--- src/hdl/dgs_pkg.sv ---
// shared types and constants of the deformation gradient to stress block
package dgs_pkg;

  localparam int STRAIN_W = 48;
  localparam int WT_W     = 17;
  localparam int S_W      = 68;
  localparam int LO_W     = 34;
  localparam int E_W      = 32;
  localparam int NU_W     = 15;
  localparam int DEN_W    = 33;
  localparam int UNIT_Q16 = 65536;
  localparam int NCOMP    = 6;
  localparam int NGRAD    = 9;

  typedef enum logic [2:0] {
    REG_THREE  = 3'd0,
    REG_STRAIN = 3'd1,
    REG_PLANE  = 3'd2,
    REG_YOUNG  = 3'd3,
    REG_NU     = 3'd4
  } reg_idx_t;

  typedef enum int {
    C_XX = 0, C_YY = 1, C_ZZ = 2, C_XY = 3, C_XZ = 4, C_YZ = 5
  } comp_t;

  typedef logic signed [STRAIN_W-1:0] strain_t;
  typedef logic signed [S_W-1:0]      comb_t;

  typedef struct packed {
    logic                three;
    logic                infin;
    logic                plane;
    logic [E_W-1:0]      young;
    logic [NU_W-1:0]     nu;
  } cfg_t;

endpackage

--- src/hdl/dgs_cfg.sv ---
// configuration registers behind the apb-style port
module dgs_cfg (
  input  logic                clk,
  input  logic                rst_n,
  input  logic                psel,
  input  logic                penable,
  input  logic                pwrite,
  input  logic [4:0]          paddr,
  input  logic [31:0]         pwdata,
  output logic [31:0]         prdata,
  output logic                pready,
  output dgs_pkg::cfg_t       cfg_o
);
  import dgs_pkg::*;

  cfg_t cfg_r;
  logic wr;

  assign pready = 1'b1;
  assign wr     = psel && penable && pwrite;
  assign cfg_o  = cfg_r;

  always_ff @(posedge clk) begin
    if (!rst_n) begin
      cfg_r.three <= 1'b1;
      cfg_r.infin <= 1'b0;
      cfg_r.plane <= 1'b0;
      cfg_r.young <= '0;
      cfg_r.nu    <= '0;
    end else if (wr) begin
      case (paddr[4:2])
        REG_THREE:  cfg_r.three <= pwdata[0];
        REG_STRAIN: cfg_r.infin <= pwdata[0];
        REG_PLANE:  cfg_r.plane <= pwdata[0];
        REG_YOUNG:  cfg_r.young <= pwdata[E_W-1:0];
        REG_NU:     cfg_r.nu    <= pwdata[NU_W-1:0];
        default: ;
      endcase
    end
  end

  always_comb begin
    case (paddr[4:2])
      REG_THREE:  prdata = {31'd0, cfg_r.three};
      REG_STRAIN: prdata = {31'd0, cfg_r.infin};
      REG_PLANE:  prdata = {31'd0, cfg_r.plane};
      REG_YOUNG:  prdata = cfg_r.young;
      REG_NU:     prdata = {{(32-NU_W){1'b0}}, cfg_r.nu};
      default:    prdata = '0;
    endcase
  end
endmodule

--- config.mk ---
export PLATFORM = sky130hd
export DESIGN_NAME = dgs_cfg
export DESIGN_NICKNAME = d
export VERILOG_FILES = /design/src/hdl/dgs_pkg.sv /design/src/hdl/dgs_cfg.sv
export SDC_FILE = /design/constraint.sdc
export NUM_CORES = 1
export LEC_CHECK = 0
export ABC_AREA = 1
export BUFFER_PORTS_ARGS = -buffer_cell sky130_fd_sc_hd__buf_4
export CAP_MARGIN = 20
export CORE_MARGIN = 5
export CORE_UTILIZATION = 45
export CTS_CLUSTER_DIAMETER = 150
export DETAILED_ROUTE_END_ITERATION = 10
export GPL_TIMING_DRIVEN = 0
export HOLD_SLACK_MARGIN = 0.15
export PLACE_DENSITY = 0.88
export SLEW_MARGIN = 20
export SYNTH_ARGS = -nofsm -noshare
export SYNTH_HDL_FRONTEND = slang
export SYNTH_SLANG_ARGS = --single-unit
--- constraint.sdc ---
create_clock -name clk -period 1.45 [get_ports clk]
set_clock_uncertainty 0.15 [all_clocks]
set_input_delay 0.2175 -clock clk [delete_from_list [all_inputs] [get_ports clk]]
set_output_delay 0.2175 -clock clk [all_outputs]
set_load 0.05 [all_outputs]
### Yosys cells after proc, flatten, opt, wreduce, memory -nomap -nowiden

Cells that the tools add are included.

| operators by class | value |
|---|---|
| add/sub/neg operators | 0 |
| multiply operators | 0 |
| divide/modulo/power cells | 0 |
| $lt $le $gt $ge | 0 |
| equal/unequal tests | 4 |
| shift operators | 0 |
| mux-type cells | 1 |
| bitwise gates (word level) | 0 |
| reductions and logical operators | 8 |

Operators with widths:

| kind | count |
|---|---|
| 32-bit case mux with 5 select lines | 1 |
| 2-bit AND reduction | 5 |
| 3-bit by 2-bit equality test with 1-bit output (second input constant) | 2 |
| 3-bit by 1-bit equality test with 1-bit output (second input constant) | 1 |
| 3-bit equality test (second input constant) | 1 |
| 3-bit logical NOT | 1 |
| 1-bit logical AND | 2 |

| word-level totals | value |
|---|---|
| bits in registers | 50 |
| bits in latches | 0 |
| memory bits (writable) | 0 |
| bits in read-only memories | 0 |
| input port bits | 42 |
| output and inout port bits | 83 |
| memories kept | 0 |

### Logic depth before layout (Yosys ltp)

| depth | value |
|---|---|
| word-level depth | 3 |
| mapped depth | 7 |
| mapped depth without buffers | 7 |

### Worst setup path after synthesis

Ideal clock, no wire load.

| timing | value |
|---|---|
| path type | reg2out |
| from | reg cfg_r, in the netlist cfg_o[25] |
| to | out prdata[10] |
| arrival time | 1.813 ns |
| path slack | -0.731 ns |
| cell stages (with the launch flop) | 3 |
| buffers on the path | 0 |
| cell sequence | dfxtp_1 inv_1 o21ai_0 |

| on the way | value |
|---|---|
| cells in the longest elaborated chain, start to end | 1 |

Ends and longest elaborated chain:

| element | line | source |
|---|---|---|
| from (decl) | dgs_cfg.sv:16 | `cfg_t cfg_r;` |
| 32-bit case mux with 5 select lines | dgs_cfg.sv:43 | `case (paddr[4:2])` |
| to (decl) | dgs_cfg.sv:10 | `output logic [31:0] prdata,` |

No other way between the ends.

### Worst setup path in the final report

| timing | value |
|---|---|
| from | in paddr[2] |
| to | out prdata[6] |

| on the way | value |
|---|---|
| cells in the longest elaborated chain, start to end | 2 |
| elaborated cells between the ends (all ways) | 6 |

Ends and longest elaborated chain:

| element | line | source |
|---|---|---|
| from (decl) | dgs_cfg.sv:8 | `input logic [4:0] paddr,` |
| 3-bit equality test (tied with other cells) | dgs_cfg.sv:43 |  |
| 32-bit case mux with 5 select lines * | dgs_cfg.sv:43 |  |

Every way passes the cells marked *; elsewhere a longest branch is shown, timed or not.

==> impl_metrics.py <==
metrics = {
    "route": {
        "vias_per_cell": 5.44,
        "drc_errors": 0,
        "dr.pass1.iters": 5,
        "drt_iter0_drc": 410,
        "vias": 3619,
        "wl_per_cell_um": 18.2,
        "routed_wl_um": 12100,
        "ant_nets": 0,
    },
    "finish": {
        "area_growth_syn_to_layout_pct": 93.5,
        "fill_cells": 261,
        "largest_reg_flops": 50,
        "final_nets": 634,
        "drive_gt1_share_pct": 40.6,
        "diodes": 0,
    },
    "clock_tree": {
        "htreeDepth": 2,
        "cts_tree": "done",
        "root_buffer": "clkbuf_8",
        "clock_path_buffers": 2,
        "cts.clk_slew.worst_paths_ns": 0.10,
        "clock_sinks": 50,
        "clk_latency_ns": 0.30,
        "cts_buffers": 5,
    },
    "logic_synthesis": {
        "synthesis.area_sq_um": 2460,
        "synth.area.top_cells": "dfxtp_1 41%, nor2_1 18%, nand2_1 16%",
        "synth_seq_cells": 50,
        "synth.distinct_cells": 18,
        "synthCells": 410,
        "syn_nets": 452,
        "yosys_warnings": 0,
        "yosys.area.top_type": "dfxtp_1",
        "netlist.area_leader.share_pct": 40.7,
        "yosysSeqAreaShare_pct": 40.7,
        "avgSynthCellArea_sq_um": 5.99,
    },
    "sta": {
        "fmax_ghz": 0.636,
        "grt_setup_unrepaired": "yes",
        "finalCritPeriodShare_pct": 108,
        "tightest_slew_ns": 0.573,
        "min_period_ns": 1.57,
        "setup_viol_count_final": 19,
        "max_slew_margin_pct": 61.8,
        "hold_viol": 0,
        "setup-tns-final_ns": -0.862,
        "finalMaxSlewViolations": 0,
        "setup_slack_ns": -0.122,
    },
    "critical_path": {
        "cp.required_ns": 1.08,
        "r2r-end": "cfg_o[14]$_SDFFE_PN0P_",
        "worstPathArrival_ns": 1.20,
        "cp-end-kind": "output pin",
        "worst_r2r_path_depth": 2,
        "reg2reg_slack_ns": 0.50,
        "worst-setup-path-type": "input pin to output pin",
        "r2r_start": "cfg_o[14]$_SDFFE_PN0P_",
        "start_kind": "input pin",
        "crit_fanout": 7,
    },
    "power_and_ir_drop": {
        "p_per_area_nw_per_um2": 640,
        "cellLeakagePower_nw": 2.25,
        "total_power_w": 0.00304,
        "ir_worst_vdd_v": 0.000544,
    },
    "global_route": {
        "overflow": 0,
        "grt.total_usage_pct": 27.5,
        "grt_pass1_vias": 3383,
        "antenna_found_initial": 0,
        "grt_max_degree": 15,
        "grt_pass1_wl_um": 15800,
    },
    "die": {
        "die_w_um": 83.9,
        "ios": 125,
        "chipHeight_um": 83.9,
        "start_util_pct": 45.5,
        "core-area_sq_um": 5410,
        "std_cell_rows": 27,
        "dieArea_sq_um": 7040,
    },
    "placement": {
        "gp_congestion": 0.821,
        "dpl.hpwl_um": 5880,
        "portBuffers": 120,
    },
    "min_path": {
        "hold_start": "paddr[4]",
        "holdPathEnd": "cfg_o[49]$_SDFFE_PN1P_",
        "holdCritPathClass": "input pin to flip-flop",
        "hold_path_depth": 5,
    },
    "run": {
        "drv_cap": 0,
    },
    "run_status": {
        "violations": "negative setup slack",
        "outcome": "finished with violations",
    },
}
[layout by cell type (no fill, tap or decap), types with 2 or more instances in the layout]
cell type	n
buf_4	110
nor2_1	99
nand2_1	89
inv_1	65
dlygate4sd3_1	36
buf_6	30
dfxtp_1	27
dfxtp_2	23
nor2_4	20
nand3_1	20
o21ai_4	14
nand2_2	10
buf_8	8
nand2_4	6
buf_1	5
clkbuf_1	5
clkbuf_8	5
clkbuf_16	3
inv_2	2
nand4_1	2
nor2_2	2
buf_12	2
a21oi_1	2
[how the worst max path moves through the flow]
stage                           start  depth (start not counted)  slack, ns    endpoint
6_report                     paddr[2]                          8      -0.12   prdata[6]
5_1_grt                      paddr[2]                          8      -0.15   prdata[6]
4_1_cts         cfg_o[0]$_SDFFE_PN0P_                          5      -0.04   prdata[0]
3_5_place_dp                 paddr[3]                          9      -0.41   prdata[1]
3_3_place_gp                 paddr[3]                          9      -0.40   prdata[1]
2_1_floorplan  cfg_o[25]$_SDFFE_PN0P_                          2      -0.06  prdata[10]
[cell type report]
| cell class | instances | area, sq um | share of cell area [%] |
|---|---|---|---|
| repair buffers | 176 | 1600 | 33.6 |
| multi-input cells | 269 | 1470 | 30.9 |
| flip-flops and latches | 50 | 1030 | 21.7 |
| inverters | 69 | 269 | 5.66 |
| plain buffers | 21 | 190 | 4.00 |
| well taps | 72 | 90.1 | 1.89 |
| clock buffers | 7 | 76.3 | 1.61 |
| clock inverters | 1 | 30.0 | 0.632 |
[per-stage QoR]
| stage | instance area [sq um] | hold WS (ns) | setup WS [ns] | util [%] | std cells |
|---|---|---|---|---|---|
| 2_1_floorplan | 2790 | 0.239 | -0.0578 | - | 410 |
| 3_3_place_gp | 3780 | 0.318 | -0.402 | 70.0 | 602 |
| 6_report | 4750 | 0.222 | -0.122 | 88.0 | 665 |
| 5_1_grt | 4750 | 0.217 | -0.148 | 88.0 | 665 |
| 3_5_place_dp | 3780 | 0.327 | -0.409 | 70.0 | 602 |
| 4_1_cts | 4560 | 0.164 | -0.0444 | 84.4 | 659 |
[cell families (layout without fill, tap and decap cells)]
logic type,count (synthesis),after routing,share of synthesized area [%]
DFF,50,50,40.7
AOI/OAI and AO/OA,17,17,3.46
buffers and inverters,91,274,15.2
other,1,1,0.153
and+or+nand+nor,251,251,40.4
[metal layers]
layer	vias to the layer above	part of all wire [%]	track usage, %
li1	1560	-	-
met1	1649	32	27.1
met2	303	51	54.1
met3	107	9.1	5.63
met4	0	7.7	12.1
met5	-	0	0
[worst max-delay path, stage by stage]
cell     delay (ns)
buf_6          0.12
inv_2          0.06
nand2_2        0.06
nor2_4         0.19
buf_8          0.19
nand2_2        0.10
o21ai_4        0.09
buf_6          0.18
[synth_stat cells, drive strengths merged]
master,count
conb,1
nor2,121
nand3,22
nor3,1
dfxtp,50
nand2,105
a21oi,2
clkbuf,6
nand4,2
buf,16
inv,69
o21ai,15
[where the power goes]
part / total [W] / switching [W] / internal [W]
combinational: 0.000624 / 0.000351 / 0.000273
clock: 0.00101 / 0.000492 / 0.000518
sequential: 0.00141 / 0.0000178 / 0.00139
total: 0.00304 / 0.000861 / 0.00218
[repair_timing]
item	CTS	global route
hold buffers	36	0
hold endpoints to repair	49	0
gates resized for setup	54	43
cloned	3	1
pin swaps	9	4
endpoints found under the setup margin	32	33
setup buffers	11	5
(Power assumes the default switching activity.)
